File: src/rtl/core/ihdp_pkg.sv
// Shared types and constants for the image header dimension parser.
// No dependencies; every module under rtl/core imports this package.
package ihdp_pkg;

  localparam int CNT_BITS_DEF = 32;
  localparam int HDR_BYTES    = 26;
  localparam int HDR_IDX_W    = $clog2(HDR_BYTES);

  // Result format codes
  localparam logic [2:0] FMT_PNG   = 3'd0;
  localparam logic [2:0] FMT_JPEG  = 3'd1;
  localparam logic [2:0] FMT_BMP   = 3'd2;
  localparam logic [2:0] FMT_GIF   = 3'd3;
  localparam logic [2:0] FMT_UNREC = 3'd4;

  // Result status codes
  localparam logic [1:0] ST_OK    = 2'd0;
  localparam logic [1:0] ST_UNREC = 2'd1;
  localparam logic [1:0] ST_BAD   = 2'd2;

  // JPEG marker bytes
  localparam logic [7:0] MK_PREFIX = 8'hFF;
  localparam logic [7:0] MK_SOI    = 8'hD8;
  localparam logic [7:0] MK_EOI    = 8'hD9;
  localparam logic [7:0] MK_SOS    = 8'hDA;
  localparam logic [7:0] MK_TEM    = 8'h01;
  localparam logic [7:0] MK_DHT    = 8'hC4;
  localparam logic [7:0] MK_JPG    = 8'hC8;
  localparam logic [7:0] MK_DAC    = 8'hCC;

  // Signature bytes
  localparam logic [7:0] SIG_PNG0 = 8'h89;
  localparam logic [7:0] CH_B = 8'h42;
  localparam logic [7:0] CH_D = 8'h44;
  localparam logic [7:0] CH_F = 8'h46;
  localparam logic [7:0] CH_G = 8'h47;
  localparam logic [7:0] CH_H = 8'h48;
  localparam logic [7:0] CH_I = 8'h49;
  localparam logic [7:0] CH_M = 8'h4D;
  localparam logic [7:0] CH_N = 8'h4E;
  localparam logic [7:0] CH_P = 8'h50;
  localparam logic [7:0] CH_R = 8'h52;

  localparam logic [31:0] BMP_CORE_HDR = 32'd12;

  typedef enum logic [3:0] {
    PH_SCAN     = 4'd0,
    PH_MARK     = 4'd1,
    PH_LEN1_SOF = 4'd2,
    PH_LEN2_SOF = 4'd3,
    PH_LEN1_OTH = 4'd4,
    PH_LEN2_OTH = 4'd5,
    PH_PREC     = 4'd6,
    PH_H1       = 4'd7,
    PH_H2       = 4'd8,
    PH_W1       = 4'd9,
    PH_W2       = 4'd10,
    PH_SKIP     = 4'd11,
    PH_FOUND    = 4'd12
  } phase_t;

  typedef struct packed {
    logic        found;
    logic [15:0] width;
    logic [15:0] height;
  } jpeg_res_t;

  typedef logic [HDR_BYTES-1:0][7:0] hdr_arr_t;

endpackage

File: src/rtl/core/ihdp_jpeg_walk.sv
// JPEG marker walk: tracks segments byte by byte and captures the first SOF size.
// Depends on ihdp_pkg (phase_t, jpeg_res_t, marker constants).
module ihdp_jpeg_walk
  import ihdp_pkg::*;
(
  input  logic       clk,
  input  logic       rst_n,
  input  logic       step,
  input  logic       clear,
  input  logic [7:0] data_byte,
  output jpeg_res_t  res
);

  phase_t      phase_r, phase_nxt;
  logic        stop_r, stop_nxt;
  logic [7:0]  len_hi_r, len_hi_nxt;
  logic [15:0] skip_r, skip_nxt;
  logic [15:0] fw_r, fw_nxt;
  logic [15:0] fh_r, fh_nxt;

  logic        go;
  logic        standalone;
  logic        is_sof;
  logic        short_len;
  logic [15:0] seg_len;

  assign go = step && !stop_r;
  assign standalone = (data_byte == MK_TEM) || (data_byte == MK_SOI) ||
                      (data_byte[7:3] == 5'b11010);
  assign is_sof = (data_byte[7:4] == 4'hC) && (data_byte != MK_DHT) &&
                  (data_byte != MK_JPG) && (data_byte != MK_DAC);
  assign seg_len   = {len_hi_r, data_byte};
  assign short_len = (seg_len < 16'd2);

  // Next phase
  always_comb begin
    phase_nxt = phase_r;
    if (go) begin
      unique case (phase_r)
        PH_SCAN: begin
          if (data_byte == MK_PREFIX) phase_nxt = PH_MARK;
        end
        PH_MARK: begin
          priority if (data_byte == MK_PREFIX) phase_nxt = PH_MARK;
          else if (standalone) phase_nxt = PH_SCAN;
          else if (data_byte == MK_EOI || data_byte == MK_SOS) phase_nxt = PH_MARK;
          else if (is_sof) phase_nxt = PH_LEN1_SOF;
          else phase_nxt = PH_LEN1_OTH;
        end
        PH_LEN1_SOF: phase_nxt = PH_LEN2_SOF;
        PH_LEN1_OTH: phase_nxt = PH_LEN2_OTH;
        PH_LEN2_SOF: begin
          if (!short_len) phase_nxt = PH_PREC;
        end
        PH_LEN2_OTH: begin
          if (!short_len) phase_nxt = (seg_len == 16'd2) ? PH_SCAN : PH_SKIP;
        end
        PH_PREC: phase_nxt = PH_H1;
        PH_H1:   phase_nxt = PH_H2;
        PH_H2:   phase_nxt = PH_W1;
        PH_W1:   phase_nxt = PH_W2;
        PH_W2:   phase_nxt = PH_FOUND;
        PH_SKIP: begin
          if (skip_r <= 16'd1) phase_nxt = PH_SCAN;
        end
        default: phase_nxt = phase_r;
      endcase
    end
  end

  // Datapath registers and stop flag
  always_comb begin
    stop_nxt   = stop_r;
    len_hi_nxt = len_hi_r;
    skip_nxt   = skip_r;
    fw_nxt     = fw_r;
    fh_nxt     = fh_r;
    if (go) begin
      unique case (phase_r)
        PH_SCAN: ;
        PH_MARK: begin
          if (data_byte == MK_EOI || data_byte == MK_SOS) stop_nxt = 1'b1;
        end
        PH_LEN1_SOF, PH_LEN1_OTH: len_hi_nxt = data_byte;
        PH_LEN2_SOF: begin
          if (short_len) stop_nxt = 1'b1;
        end
        PH_LEN2_OTH: begin
          if (short_len) stop_nxt = 1'b1;
          else skip_nxt = seg_len - 16'd2;
        end
        PH_PREC: ;
        PH_H1: fh_nxt = {data_byte, 8'h00};
        PH_H2: fh_nxt = {fh_r[15:8], data_byte};
        PH_W1: fw_nxt = {data_byte, 8'h00};
        PH_W2: begin
          fw_nxt   = {fw_r[15:8], data_byte};
          stop_nxt = 1'b1;
        end
        PH_SKIP: begin
          if (skip_r != 16'd0) skip_nxt = skip_r - 16'd1;
        end
        default: stop_nxt = 1'b1;
      endcase
    end
  end

  always_ff @(posedge clk) begin
    if (!rst_n || clear) begin
      phase_r  <= PH_SCAN;
      stop_r   <= 1'b0;
      len_hi_r <= '0;
      skip_r   <= '0;
      fw_r     <= '0;
      fh_r     <= '0;
    end else begin
      phase_r  <= phase_nxt;
      stop_r   <= stop_nxt;
      len_hi_r <= len_hi_nxt;
      skip_r   <= skip_nxt;
      fw_r     <= fw_nxt;
      fh_r     <= fh_nxt;
    end
  end

  // Report the walk as it stands after the current byte
  assign res.found  = (phase_nxt == PH_FOUND);
  assign res.width  = fw_nxt;
  assign res.height = fh_nxt;

endmodule

File: src/rtl/core/ihdp_decode.sv
// Format detection and dimension decode from the stored header bytes.
// Depends on ihdp_pkg (hdr_arr_t, jpeg_res_t, format/status codes).
module ihdp_decode
  import ihdp_pkg::*;
#(
  parameter int COUNT_BITS = CNT_BITS_DEF
) (
  input  hdr_arr_t               hdr,
  input  logic [COUNT_BITS-1:0]  len,
  input  jpeg_res_t              jpeg,
  output logic [2:0]             format,
  output logic [1:0]             status,
  output logic [30:0]            image_width,
  output logic [30:0]            image_height
);

  logic        is_png, is_jpeg, is_bmp, is_gif;
  logic        bad;
  logic [31:0] w, h;
  logic [31:0] bmp_w32, bmp_h32;
  logic [15:0] bmp_w16, bmp_h16;
  logic [31:0] mag_w32, mag_h32, mag_w16, mag_h16;

  assign is_png  = (len >= COUNT_BITS'(8)) && hdr[0] == SIG_PNG0 && hdr[1] == CH_P &&
                   hdr[2] == CH_N && hdr[3] == CH_G;
  assign is_jpeg = (len >= COUNT_BITS'(2)) && hdr[0] == MK_PREFIX && hdr[1] == MK_SOI;
  assign is_bmp  = (len >= COUNT_BITS'(2)) && hdr[0] == CH_B && hdr[1] == CH_M;
  assign is_gif  = (len >= COUNT_BITS'(10)) && hdr[0] == CH_G && hdr[1] == CH_I &&
                   hdr[2] == CH_F;

  assign bmp_w16 = {hdr[19], hdr[18]};
  assign bmp_h16 = {hdr[21], hdr[20]};
  assign bmp_w32 = {hdr[21], hdr[20], hdr[19], hdr[18]};
  assign bmp_h32 = {hdr[25], hdr[24], hdr[23], hdr[22]};

  // Take magnitudes of the signed BMP fields
  assign mag_w16 = bmp_w16[15] ? 32'h0001_0000 - {16'h0, bmp_w16} : {16'h0, bmp_w16};
  assign mag_h16 = bmp_h16[15] ? 32'h0001_0000 - {16'h0, bmp_h16} : {16'h0, bmp_h16};
  assign mag_w32 = bmp_w32[31] ? (~bmp_w32 + 32'd1) : bmp_w32;
  assign mag_h32 = bmp_h32[31] ? (~bmp_h32 + 32'd1) : bmp_h32;

  always_comb begin
    format = FMT_UNREC;
    bad    = 1'b0;
    w      = '0;
    h      = '0;
    priority if (is_png) begin
      format = FMT_PNG;
      if (len >= COUNT_BITS'(24) && hdr[12] == CH_I && hdr[13] == CH_H &&
          hdr[14] == CH_D && hdr[15] == CH_R) begin
        w   = {hdr[16], hdr[17], hdr[18], hdr[19]};
        h   = {hdr[20], hdr[21], hdr[22], hdr[23]};
        bad = w[31] || h[31];
      end
    end else if (is_jpeg) begin
      format = FMT_JPEG;
      if (jpeg.found) begin
        w = {16'h0, jpeg.width};
        h = {16'h0, jpeg.height};
      end
    end else if (is_bmp) begin
      format = FMT_BMP;
      if (len >= COUNT_BITS'(22)) begin
        if ({hdr[17], hdr[16], hdr[15], hdr[14]} == BMP_CORE_HDR) begin
          w = mag_w16;
          h = mag_h16;
        end else if (len >= COUNT_BITS'(26)) begin
          w   = mag_w32;
          h   = mag_h32;
          bad = (bmp_w32 == 32'h8000_0000) || (bmp_h32 == 32'h8000_0000);
        end
      end
    end else if (is_gif) begin
      format = FMT_GIF;
      w = {16'h0, hdr[7], hdr[6]};
      h = {16'h0, hdr[9], hdr[8]};
    end else begin
      format = FMT_UNREC;
    end
  end

  always_comb begin
    image_width  = '0;
    image_height = '0;
    if (format == FMT_UNREC) begin
      status = ST_UNREC;
    end else if (bad || w == 32'd0 || h == 32'd0) begin
      status = ST_BAD;
    end else begin
      status       = ST_OK;
      image_width  = w[30:0];
      image_height = h[30:0];
    end
  end

endmodule

File: src/rtl/core/image_header_dimension_parser.sv
// Image header dimension parser: takes a file one byte per request (is_last on the final
// byte) and returns one result per file: format, status and width/height. A byte is
// accepted every clock while no final byte is held; each byte passes an input register,
// then the header-store, counter and JPEG marker-walk update, and the final byte's result
// is decoded from these and lands in the output register once that register is free. The
// walk update keeps the rate at one byte per clock. in_ready drops only while a final-byte
// request waits behind a result not yet taken. After the final byte the parser is back in
// its reset state. Depends on ihdp_pkg, ihdp_jpeg_walk and ihdp_decode.
module image_header_dimension_parser
  import ihdp_pkg::*;
#(
  parameter int COUNT_BITS = CNT_BITS_DEF
) (
  input  logic        clk,
  input  logic        rst_n,
  input  logic        in_valid,
  output logic        in_ready,
  input  logic [7:0]  in_data_byte,
  input  logic        in_is_last,
  output logic        out_valid,
  input  logic        out_ready,
  output logic [2:0]  out_format,
  output logic [1:0]  out_status,
  output logic [30:0] out_image_width,
  output logic [30:0] out_image_height
);

  logic                  s1_valid_r;
  logic [7:0]            s1_byte_r;
  logic                  s1_last_r;
  logic                  s1_adv;
  logic                  finish;

  logic [COUNT_BITS-1:0] cnt_r, cnt_nxt, cnt_inc;
  hdr_arr_t              hdr_r, hdr_view;
  jpeg_res_t             jpeg;

  logic [2:0]            dec_format;
  logic [1:0]            dec_status;
  logic [30:0]           dec_w, dec_h;

  logic                  out_valid_r;
  logic [2:0]            out_format_r;
  logic [1:0]            out_status_r;
  logic [30:0]           out_w_r, out_h_r;

  // A final byte holds only while the output register is still occupied
  assign s1_adv   = s1_valid_r && (!s1_last_r || !out_valid_r || out_ready);
  assign finish   = s1_adv && s1_last_r;
  assign in_ready = !s1_valid_r || s1_adv;

  always_ff @(posedge clk) begin
    if (!rst_n) begin
      s1_valid_r <= 1'b0;
    end else if (in_ready) begin
      s1_valid_r <= in_valid;
    end
  end

  always_ff @(posedge clk) begin
    if (in_valid && in_ready) begin
      s1_byte_r <= in_data_byte;
      s1_last_r <= in_is_last;
    end
  end

  // Saturating byte count
  assign cnt_inc = (cnt_r == {COUNT_BITS{1'b1}}) ? cnt_r : cnt_r + COUNT_BITS'(1);
  assign cnt_nxt = !s1_adv ? cnt_r : (s1_last_r ? '0 : cnt_inc);

  always_ff @(posedge clk) begin
    if (!rst_n) begin
      cnt_r <= '0;
    end else begin
      cnt_r <= cnt_nxt;
    end
  end

  always_ff @(posedge clk) begin
    if (s1_adv && cnt_r < COUNT_BITS'(HDR_BYTES)) begin
      hdr_r[cnt_r[HDR_IDX_W-1:0]] <= s1_byte_r;
    end
  end

  // Header as it stands with the current byte written
  always_comb begin
    for (int i = 0; i < HDR_BYTES; i++) begin
      hdr_view[i] = (cnt_r == COUNT_BITS'(i)) ? s1_byte_r : hdr_r[i];
    end
  end

  ihdp_jpeg_walk u_walk (
    .clk       (clk),
    .rst_n     (rst_n),
    .step      (s1_adv && cnt_r >= COUNT_BITS'(2)),
    .clear     (finish),
    .data_byte (s1_byte_r),
    .res       (jpeg)
  );

  ihdp_decode #(
    .COUNT_BITS (COUNT_BITS)
  ) u_decode (
    .hdr          (hdr_view),
    .len          (cnt_inc),
    .jpeg         (jpeg),
    .format       (dec_format),
    .status       (dec_status),
    .image_width  (dec_w),
    .image_height (dec_h)
  );

  always_ff @(posedge clk) begin
    if (!rst_n) begin
      out_valid_r <= 1'b0;
    end else if (finish) begin
      out_valid_r <= 1'b1;
    end else if (out_ready) begin
      out_valid_r <= 1'b0;
    end
  end

  always_ff @(posedge clk) begin
    if (finish) begin
      out_format_r <= dec_format;
      out_status_r <= dec_status;
      out_w_r      <= dec_w;
      out_h_r      <= dec_h;
    end
  end

  assign out_valid        = out_valid_r;
  assign out_format       = out_format_r;
  assign out_status       = out_status_r;
  assign out_image_width  = out_w_r;
  assign out_image_height = out_h_r;

  a_ok_nonzero: assert property (@(posedge clk) disable iff (!rst_n)
    out_valid_r && out_status_r == ST_OK |-> out_w_r != '0 && out_h_r != '0)
    else $error("ok result with a zero dimension");

  a_fail_zero: assert property (@(posedge clk) disable iff (!rst_n)
    out_valid_r && out_status_r != ST_OK |-> out_w_r == '0 && out_h_r == '0)
    else $error("failed result carries dimensions");

  a_unrec_match: assert property (@(posedge clk) disable iff (!rst_n)
    out_valid_r |-> ((out_format_r == FMT_UNREC) == (out_status_r == ST_UNREC)))
    else $error("format and status disagree on recognition");

  a_cnt_clear: assert property (@(posedge clk) disable iff (!rst_n)
    finish |=> cnt_r == '0)
    else $error("byte count not cleared after final byte");

endmodule
File: config.mk
export PLATFORM = sky130hd
export DESIGN_NAME = image_header_dimension_parser
export DESIGN_NICKNAME = d
export VERILOG_FILES = /design/src/rtl/core/ihdp_pkg.sv /design/src/rtl/core/ihdp_jpeg_walk.sv /design/src/rtl/core/ihdp_decode.sv /design/src/rtl/core/image_header_dimension_parser.sv
export SDC_FILE = /design/constraint.sdc
export NUM_CORES = 1
export LEC_CHECK = 0
export ABC_AREA = 1
export BUFFER_PORTS_ARGS = -buffer_cell sky130_fd_sc_hd__buf_2
export CAP_MARGIN = 20
export CORE_MARGIN = 3
export CORE_UTILIZATION = 39
export CTS_BUF_LIST = sky130_fd_sc_hd__clkbuf_8
export CTS_CLUSTER_DIAMETER = 80
export DETAILED_ROUTE_END_ITERATION = 8
export PLACE_DENSITY_LB_ADDON = 0.2
export SYNTH_ARGS = -nofsm -noshare
export SYNTH_HDL_FRONTEND = slang
export SYNTH_SLANG_ARGS = --single-unit
File: constraint.sdc
create_clock -name clk -period 3.9 [get_ports clk]
set_input_delay 0.39 -clock clk [delete_from_list [all_inputs] [get_ports clk]]
set_output_delay 0.39 -clock clk [all_outputs]
set_load 0.02 [all_outputs]
# ---- Word-level counts from Yosys, hierarchy flattened
# Cells that the tools add are included.
dict set report word_totals {
  reg_bits 379
  out_inout_bits 69
  elab_cells 270
}
dict set report op_classes {
  addsub 7
  magnitude_cmp 12
  n_eq_ne 68
  n_mux 84
  bitwise 3
  reduce_logical 55
}
# cell n
set op_table {}
lappend op_table {{two-way mux 32 bit} 20}
lappend op_table {{equality test 32 x 5 -> 1 bit (second input constant)} 10}
lappend op_table {{equality test 32 x 4 -> 1 bit (second input constant)} 7}
lappend op_table {{bitwise mux 208 bit} 1}
lappend op_table {{two-way mux 8 bit} 23}
lappend op_table {{two-way mux 16 bit} 8}
lappend op_table {{adder 32 x 1 -> 32 bit (second input constant)} 3}
lappend op_table {{equality test 32 bit (second input constant)} 3}
lappend op_table {{equality test 8 x 7 -> 1 bit (second input constant)} 12}
lappend op_table {{>= comparator 32 x 5 -> 1 bit (second input constant)} 3}
lappend op_table {{zero test 32 bit} 3}
lappend op_table {{one-hot mux 16 bit (2 select lines)} 3}
lappend op_table {{equality test 32 x 2 -> 1 bit (second input constant)} 2}
lappend op_table {{equality test 32 x 3 -> 1 bit (second input constant)} 2}
lappend op_table {{>= comparator 32 x 2 -> 1 bit (second input constant)} 2}
lappend op_table {{>= comparator 32 x 4 -> 1 bit (second input constant)} 2}
lappend op_table {{inverter 32 bit} 2}
lappend op_table {{equality test 8 bit (second input constant)} 7}
lappend op_table {{one-hot mux 4 bit (12 select lines)} 1}
lappend op_table {{demux 8 bit (select 5 bit)} 1}
lappend op_table {{two-way mux 4 bit} 9}
lappend op_table {{subtractor 17 x 16 -> 18 bit (first input constant)} 2}
lappend op_table {{equality test 32 x 1 -> 1 bit (second input constant)} 1}
lappend op_table {{< comparator 32 x 5 -> 1 bit (second input constant)} 1}
lappend op_table {{other kinds (32)} 101}

# ---- Longest topological paths before layout
# Gate-level depths: netlist (run 1).
dict set report logic_depth {
  word_depth 18
  depth_mapped 33
}

# ---- Cells and area by module
# From an unflattened synthesis (run 1), not the netlist that was laid out.
dict set report hier_totals {
  cells_unflattened 3414
  area_unflattened_um2 24013.0
}
# module n_inst cells_each area_per_inst_um2 seq_area_each_um2
set by_module_without_submodules {}
lappend by_module_without_submodules {image_header_dimension_parser 1 1376 14111.0 9208.8}
lappend by_module_without_submodules {ihdp_decode 1 1421 6110.9 0.0}
lappend by_module_without_submodules {ihdp_jpeg_walk 1 617 3791.1 1221.2}

# ---- Worst setup path after synthesis (run 1)
# Ideal clock, no wire load.
dict set report synth_path {
  path_type {register to register}
  startpoint {reg cnt_r[0]}
  endpoint {reg out_w_r[30], in the netlist out_image_width[30], data pin}
  t_arrival_ns 3.528
  t_required_ns 3.644
  path_slack_ns 0.116
  path_stages_with_launch 30
  n_path_buf 1
  cell_sequence {dfxtp_1 inv_1 ha_1 inv_1 nor2_1 nand2_1 nor2_2 nand2_2 nand2_1 o21ai_0 inv_1 ha_1 inv_1 nor2_1 nand2_1 nor2_1 nand4_1 nand2_1 nand2_1 xor2_1 nor2_1 nor2_1 nand2_1 nor2_1 nand3_1 nor2_1 nand2_1 nand3_4 buf_4 nor2_1}
}
dict set report synth_between {
  elab_chain_len 15
  elab_cells_between_ends 140
}
# element line_no
set synth_rtl {}
lappend synth_rtl {{start: declaration} image_header_dimension_parser.sv:34} ;# logic [COUNT_BITS-1:0] cnt_r, cnt_nxt, cnt_inc;
lappend synth_rtl {{start signal: assignment} image_header_dimension_parser.sv:75} ;# cnt_r <= cnt_nxt;
lappend synth_rtl {{branches (longest 15 deep; another with adder 32 x 1 -> 32 bit)} n/a}
lappend synth_rtl {{end signal: assignment} image_header_dimension_parser.sv:127} ;# out_w_r <= dec_w;
lappend synth_rtl {{end: declaration} image_header_dimension_parser.sv:45} ;# logic [30:0] out_w_r, out_h_r;
# Several ways; the timed one is not identified.
# A chain may end at the register's enable or synchronous reset.

# ---- Worst setup path after layout (run 1)
dict set report layout_path {
  startpoint {reg cnt_r[1]}
  endpoint {reg out_status_r[1], in the netlist out_status[1], data pin}
}
dict set report layout_between {
  elab_chain_len 15
  elab_cells_between_ends 140
}
# element line_no
set layout_rtl {}
lappend layout_rtl {{branches (longest 15 deep; another with adder 32 x 1 -> 32 bit)} n/a}
lappend layout_rtl {{end signal: assignment} image_header_dimension_parser.sv:126} ;# out_status_r <= dec_status;
lappend layout_rtl {{end: declaration} image_header_dimension_parser.sv:44} ;# logic [1:0] out_status_r;
# Several ways; the timed one is not identified.

==> results of run 1 <==
==> cell type report <==
class / count / area, um^2
clock inverters: 48 / 309.0
clock buffers: 72 / 991.0
flip-flops and latches: 347 / 9495
well taps: 748 / 935.9
multi-input cells: 2362 / 12360
diodes: 2 / 5.005
inverters: 363 / 1378
fillers: 5199 / 22230
repair buffers: 933 / 7711
==> worst paths after layout <==
| check | to | slack, ps |
|---|---|---|
| worst max-delay path | out_status[1] | -370 |
| worst min-delay path | s1_valid_r | 60 |
| worst max register to register | out_status[1] | -370 |
| worst min register to register | u_walk.stop_r | 480 |
==> routing by layer <==
metal | part of all wire (%) | GRT usage, % | up-vias
met5 | 0 | 0 | -
met4 | 3.9 | 9.982 | 0
met1 | 42 | 40.95 | 11800
li1 | - | - | 12140
met2 | 47 | 51.87 | 940
met3 | 6.5 | 3.797 | 183
==> power by group <==
part           total [uW]  switching [uW]  internal (uW)
registers            3980            9.72           3970
logic                 385             269            115
clock network        3560            1640           1920
==> layout by cell type (no fill, tap or decap), drive strengths merged, types with 8 or more instances in the layout <==
master	n
a21oi	88
a22oi	9
buf	914
clkbuf	79
clkinv	12
dfxtp	95
dlygate4sd3	11
edfxtp	252
ha	11
inv	393
nand2	956
nand3	312
nand3b	8
nand4	41
nor2	584
nor3	40
nor4	12
o21ai	201
o22ai	17
xor2	32
==> worst register-to-register path, delay by kind of cell, from the launching register on <==
family                 cells  cell delay, ps
AO/OA/AOI/OAI              1             480
buffers and inverters     11            1410
flip-flops                 1             340
AND/OR/NAND/NOR           17            1800
==> metrics by stage <==
| stage | setup WS, ps | hold WS (ps) | util [%] |
|---|---|---|---|
| 2_1_floorplan | 116.2 | 437.5 | - |
| 3_3_place_gp | -854.5 | 458.8 | 51.48 |
| 3_5_place_dp | -866.9 | 469.7 | 51.48 |
| 4_1_cts | -323.2 | 22.87 | 55.87 |
| 5_1_grt | -522.3 | 81.65 | 59.87 |
| 6_report | -371.8 | 63.74 | 59.88 |
==> cells by family (layout without fill, tap and decap cells) <==
| group | count (synthesis) | count (layout) |
|---|---|---|
| AOI/OAI and AO/OA | 350 | 350 |
| adders and majority gates | 11 | 11 |
| other | 0 | 2 |
| xor gates and xnor gates | 35 | 35 |
| buffers and inverters | 485 | 1416 |
| and+or+nand+nor | 1966 | 1966 |
| DFF | 347 | 347 |
==> flip-flops by register name (all words and copies together), names as in the netlist <==
register and cells:
u_walk.fw_r 16, u_walk.stop_r 1, s1_last_r 1, u_walk.skip_r 16
u_walk.fh_r 16, s1_byte_r 8, hdr_r 176, out_image_width 31
s1_valid_r 1, out_valid 1, out_status 2, out_image_height 31
cnt_r 32, out_format 3, u_walk.len_hi_r 8, u_walk.phase_r 4
==> repair_timing <==
action,4_1_cts,5_1_grt
buffers inserted,49,68
hold endpoints to repair,11,0
hold buffers,11,0
endpoints found under the setup margin,63,71
pin swaps,26,143
gates resized for setup,158,475
cloned,3,7
==> metrics.md, run 1 <==
| Metric | Value |
|---|---|
| Final cell count without fillers | `4875` |
| Clock slew at the register clock pins of the worst setup and hold paths | `60 ps` |
| Power after layout | `7918 uW` |
| Top cells by instance count after synthesis | `nand2_1 (945), nor2_1 (556), inv_1 (352)` |
| Mean post-synth cell area | `6.880 um^2` |
| Sequential-to-total area share from yosys stat | `43.09%` |
| Instance count of the mapped netlist | `3194` |
| Number of clock sinks | `347` |
| Count of distinct cell types in the synthesized netlist | `54` |
| Slowest cell on the critical path | `a21oi_1` |
| Worst R2R Path Depth | `29` |
| Primary flip-flop cell chosen by synthesis mapping | `edfxtp_1` |
| Count of state elements after synthesis | `347` |
| Total congestion overflow | `0` |
| Fmax achieved | `0.2341 GHz` |
| Detailed Place HPWL | `71500 um` |
| Cell taking the most area after synthesis | `edfxtp_1` |
| Post-route clock period utilization | `109.5%` |
| H-tree lvl count | `3` |
| Start point of the critical path | `cnt_r[1]` |
| Share of flip-flops with an asynchronous set or reset after synthesis | `0%` |
| Core region area | `55420 um^2` |
| Required time at the worst-slack endpoint | `4330 ps` |
| Number of synthesized flops with an enable pin | `252` |
| VDD IR max | `0.2780 mV` |
| First-pass GRT wire length | `139700 um` |
| Cell Rows | `86` |
| TritonCTS clock tree | `yes` |
| Path type of the worst setup path | `flop to flop` |
| Die Outline Area | `59230 um^2` |
| Share of synthesized area spent on multiplexers | `0%` |
| Root buf cell | `clkbuf_8` |
| Initial Util | `39.65%` |
| Final setup vio count | `63` |
| Failing checks | `setup timing` |
| Largest cells by area after synthesis | `edfxtp_1 (34%), nand2_1 (16%), nor2_1 (9.5%)` |
| Die X-Extent | `243.4 um` |
| Antenna violations before repair | `1` |
| Combinational family with the most area after synthesis | `simple AND/OR/NAND/NOR gates` |
| Number of warnings issued by yosys | `0` |
| Total length of routed wires | `94900 um` |
| Area share of the leading cell type in the synthesized netlist | `34.44%` |
| IO Port Bufs | `81` |
| Via count of the first global-routing pass | `23330` |
| DRC violation total after the first TritonRoute iteration | `2181` |
| Buf+Inv Stages, Crit Path | `11` |
| Post-layout min period | `4272 ps` |
| Tot GR Track Use | `30.71%` |
| Critical Path Sink Type | `flop` |
| Synthesized netlist net count | `3218` |
| Latest clock arrival within the worst-skew pair | `670 ps` |
| Cell leakage power | `0.01536 uW` |
| Synth Area in XOR/XNOR | `1.395%` |
| Antenna-violating nets left | `0` |
| Largest fanout of any net on the critical path | `24` |
| Maximum number of pins on one net before global-route repair | `69` |
| DIE HEIGHT | `243.4 um` |
| Area of all placed cells without fillers | `33180 um^2` |
| Critical path data arrival time | `4700 ps` |
| Startpoint of the most critical register-to-register path | `cnt_r[1]` |
| Worst clock skew | `44.53 ps` |
| Compound-Gate Fraction of Synth Area | `8.620%` |
| Share of synthesized cell area in full adder, half adder and majority cells | `0.6263%` |
| Most used standard cell by instance count after synthesis | `nand2_1` |
| DRC violation count after routing | `0` |
| Final slew viol count | `0` |
| Delay-heaviest family, CP | `simple AND/OR/NAND/NOR gates` |
| Ports | `82` |
| Sort of element at the start of the critical path | `flop` |
| Vias per cell | `5.141` |
| Synth Area in Simple Gates | `37.37%` |
| Number of stages on the worst setup path | `29` |
| Hold Crit Class | `primary input to flop` |
| Status | `finished, violations left` |
| Normalized max-slew margin | `36.98%` |
| Stage delay of the slowest cell on the critical path | `480 ps` |
| Actual transition at the worst max-transition pin | `939.6 ps` |
| Number of instances in the placed design | `4622` |
| Min-Delay Path Depth | `4` |
| Total power divided by cell area | `238.6 nW/um^2` |
| Count of maximum capacitance violations | `0` |
| Final setup TNS | `-17150 ps` |
| Instance area at placement | `28530 um^2` |
| Setup slack of the critical path after layout | `-371.8 ps` |
| Summed instance area of the synthesized netlist | `21970 um^2` |
| Detail-routed net length per standard cell | `19.47 um` |
| Clock buffer count from CTS | `66` |
| Routed vias | `25060` |
| Area growth, synth to finish | `51.00%` |
| Unrepaired setup endpoints after global routing | `yes` |
| Weighted congestion reported at the end of routability-driven placement | `0.9969` |
| Share of final-layout standard cells stronger than drive strength 1 | `36.12%` |
| Start point of the worst hold path | `out_ready` |
| Final Hold Violating Endpoints | `0` |
| Clock Tree Buf Depth | `3` |
| Final Net Count | `4097` |
| Number of optimization iterations in the first detailed-route pass | `6` |
(Power assumes the default switching activity.)
==> inputs of run 2 (changes only) <==
--- a/config.mk
+++ b/config.mk
@@ -14,6 +14,7 @@
 export CTS_CLUSTER_DIAMETER = 80
 export DETAILED_ROUTE_END_ITERATION = 8
 export PLACE_DENSITY_LB_ADDON = 0.2
+export SETUP_SLACK_MARGIN = 0.05
 export SYNTH_ARGS = -nofsm -noshare
 export SYNTH_HDL_FRONTEND = slang
 export SYNTH_SLANG_ARGS = --single-unit
==> run 2 against run 1 <==
The run still ends with setup timing left. Critical path depth stayed put. Die area stayed put. Clock power hardly changed. Register-to-register slack better by 20 ps. Core utilization is 0.23 points higher. Clock skew hardly changed. Fmax is 0.51% higher. Non-clock buffer count is 7 higher. Cell count is 0.12% higher. Sequential power hardly changed. First-iteration DRC count is 4.5% higher. Critical path type unchanged. Largest power group unchanged.
==> metrics.md, run 2 (synthesized netlist as in run 1, its figures left out) <==
| Metric | Value |
|---|---|
| H-tree lvl count | `3 (unchanged)` |
| Post-layout min period | `4250 ps (-21.82 ps)` |
| Portion of total power attributed to the clock network | `44.9% (about the same)` |
| Routed vias | `25220 (+0.64%)` |
| Fmax achieved | `0.2353 GHz (+0.51%)` |
| Clock buffer count from CTS | `66 (unchanged)` |
| Sequential share of power | `50.3% (about the same)` |
| Failing checks | `setup timing` |
| Antenna violations before repair | `1 (unchanged)` |
| Worst clock skew | `44.45 ps (-0.07880 ps)` |
| Hold Crit Class | `primary input to flop` |
| Actual transition at the worst max-transition pin | `945.1 ps (+5.547 ps)` |
| Worst hold margin | `76.26 ps (+12.53 ps)` |
| IO Port Bufs | `81 (unchanged)` |
| Normalized max-slew margin | `36.61% (-0.37 points)` |
| Detailed Place HPWL | `71500 um (unchanged)` |
| Required time at the worst-slack endpoint | `4320 ps (about the same)` |
| DIE HEIGHT | `243.4 um (unchanged)` |
| Root buf cell | `clkbuf_8` |
| DRC violation count after routing | `0 (unchanged)` |
| Critical path data arrival time | `4670 ps (-30 ps)` |
| Slowest cell on the critical path | `a21oi_1` |
| Commonest non-fill, non-tap cell in the layout | `nand2_1` |
| Ports | `82 (unchanged)` |
| Power after layout | `7905 uW (-0.17%)` |
| Instance area at placement | `28530 um^2 (unchanged)` |
| Highest-count cells in the layout ignoring fill and taps | `nand2_1 (816), buf_4 (744), nor2_1 (400)` |
| Number of flip-flops in the largest register | `176 (unchanged)` |
| Final setup TNS | `-17050 ps (+102.9 ps)` |
| Setup slack of the critical path after layout | `-350.0 ps (+21.82 ps)` |
| Logic pwr share | `4.9% (about the same)` |
| VDD IR max | `0.2771 mV (-0.30%)` |
| Cell Rows | `86 (unchanged)` |
| Number of clock sinks | `347 (unchanged)` |
| Area growth, synth to finish | `51.58%` |
| Final slew viol count | `0 (unchanged)` |
| Initial Util | `39.65% (unchanged)` |
| Die X-Extent | `243.4 um (unchanged)` |
| First-pass GRT wire length | `139700 um (unchanged)` |
| Total length of routed wires | `95310 um (+0.44%)` |
| Weighted congestion reported at the end of routability-driven placement | `0.9969 (unchanged)` |
| TritonCTS clock tree | `yes` |
| Switching part of the total | `24.08% (-0.12 points)` |
| Post-route clock period utilization | `109.0% (-0.56 points)` |
| Clock Tree Buf Depth | `3 (unchanged)` |
| Sort of element at the start of the critical path | `flop` |
| Buf+Inv Stages, Crit Path | `11 (unchanged)` |
| Tot GR Track Use | `30.71% (unchanged)` |
| Maximum number of pins on one net before global-route repair | `69 (unchanged)` |
| Total congestion overflow | `0 (unchanged)` |
| Critical Path Sink Type | `flop` |
| Delay-heaviest family, CP | `simple AND/OR/NAND/NOR gates` |
| Detail-routed net length per standard cell | `19.53 um (+0.32%)` |
| Latest clock arrival within the worst-skew pair | `670 ps (about the same)` |
| Final Net Count | `4104 (+0.17%)` |
| Core occupancy in the finished layout | `60.11% (+0.23 points)` |
| Final setup vio count | `63 (unchanged)` |
| Stage delay of the slowest cell on the critical path | `450 ps (-30 ps)` |
| Path type of the worst setup path | `flop to flop` |
| Count of maximum capacitance violations | `0 (unchanged)` |
| Unrepaired setup endpoints after global routing | `yes` |
| DRC violation total after the first TritonRoute iteration | `2279 (+4.5%)` |
| Share of final-layout standard cells stronger than drive strength 1 | `36.57% (+0.45 points)` |
| Die Outline Area | `59230 um^2 (unchanged)` |
| Core region area | `55420 um^2 (unchanged)` |
| Largest fanout of any net on the critical path | `24 (unchanged)` |
| Worst R2R Setup Slack | `-350 ps (+20 ps)` |
| # fillers | `5202 (+0.058%)` |
| Area of all placed cells without fillers | `33310 um^2 (+0.38%)` |
| Cell leakage power | `0.01543 uW (+0.47%)` |
| Final Hold Violating Endpoints | `0 (unchanged)` |
| Total power divided by cell area | `237.3 nW/um^2 (-0.55%)` |
| Number of optimization iterations in the first detailed-route pass | `6 (unchanged)` |
| Via count of the first global-routing pass | `23330 (unchanged)` |
| Antenna-violating nets left | `0 (unchanged)` |
| Switching power total | `1904 uW (-0.66%)` |
| Cell internal pwr | `6001 uW (about the same)` |
| Clock slew at the register clock pins of the worst setup and hold paths | `60 ps (about the same)` |
| Vias per cell | `5.168 (+0.52%)` |
| Status | `finished, violations left` |
run 2: routing by layer:
layer / GRT usage [%] / vias to the layer above / part of all wire (%)
li1: - / 12140 / -
met1: 40.95 / 11890 / 42
met2: 51.87 / 987 / 47
met3: 3.797 / 207 / 6.6
met4: 9.982 / 0 / 4.0
met5: 0 / - / 0
run 2: metrics by stage:
stage	std cells	setup WS [ps]
after floorplan	3194	116.2
after global placement	4622	-854.5
after detailed placement	4622	-866.9
after CTS	4805	-323.2
after global routing	4881	-498.1
final	4881	-350.0
run 2: area by class of cell:
cell class | count | area [um^2] | share of cell area, %
repair buffers | 940 | 7767 | 23.32
well taps | 748 | 935.9 | 2.810
clock buffers | 72 | 991.0 | 2.975
multi-input cells | 2362 | 12430 | 37.31
diodes | 1 | 2.502 | 0.007513
flip-flops and latches | 347 | 9495 | 28.51
clock inverters | 48 | 309.0 | 0.9278
inverters | 363 | 1380 | 4.143
run 2: worst min-delay path: cells and delay by family:
family,cells,cell delay [ps]
AOI/OAI and AO/OA,1,70
buffers and inverters,1,70
and+or+nand+nor,2,140
run 2: power by group through the flow:
stage,combinational [uW],sequential [uW],clock (uW)
2_1_floorplan,126,4070,0
3_3_place_gp,349,4050,0
3_5_place_dp,349,4050,0
4_1_cts,364,3980,3640
5_1_grt,404,3970,3820
6_report,384,3980,3550
run 2: worst paths after layout:
kind,startpoint,end,cells past startpoint
setup / recovery,cnt_r[1],out_status[1],29
hold / removal,out_ready,s1_valid_r,4
setup reg to reg,cnt_r[1],out_status[1],29
hold reg to reg,u_walk.stop_r,u_walk.stop_r,2
run 2: repair_timing:
action	CTS	global route
setup endpoints to repair	63	71
resized for setup	158	498
setup buffers	49	73
hold buffers	11	0
pin swaps	26	152
gates cloned	3	6
endpoints found under the hold margin	11	0
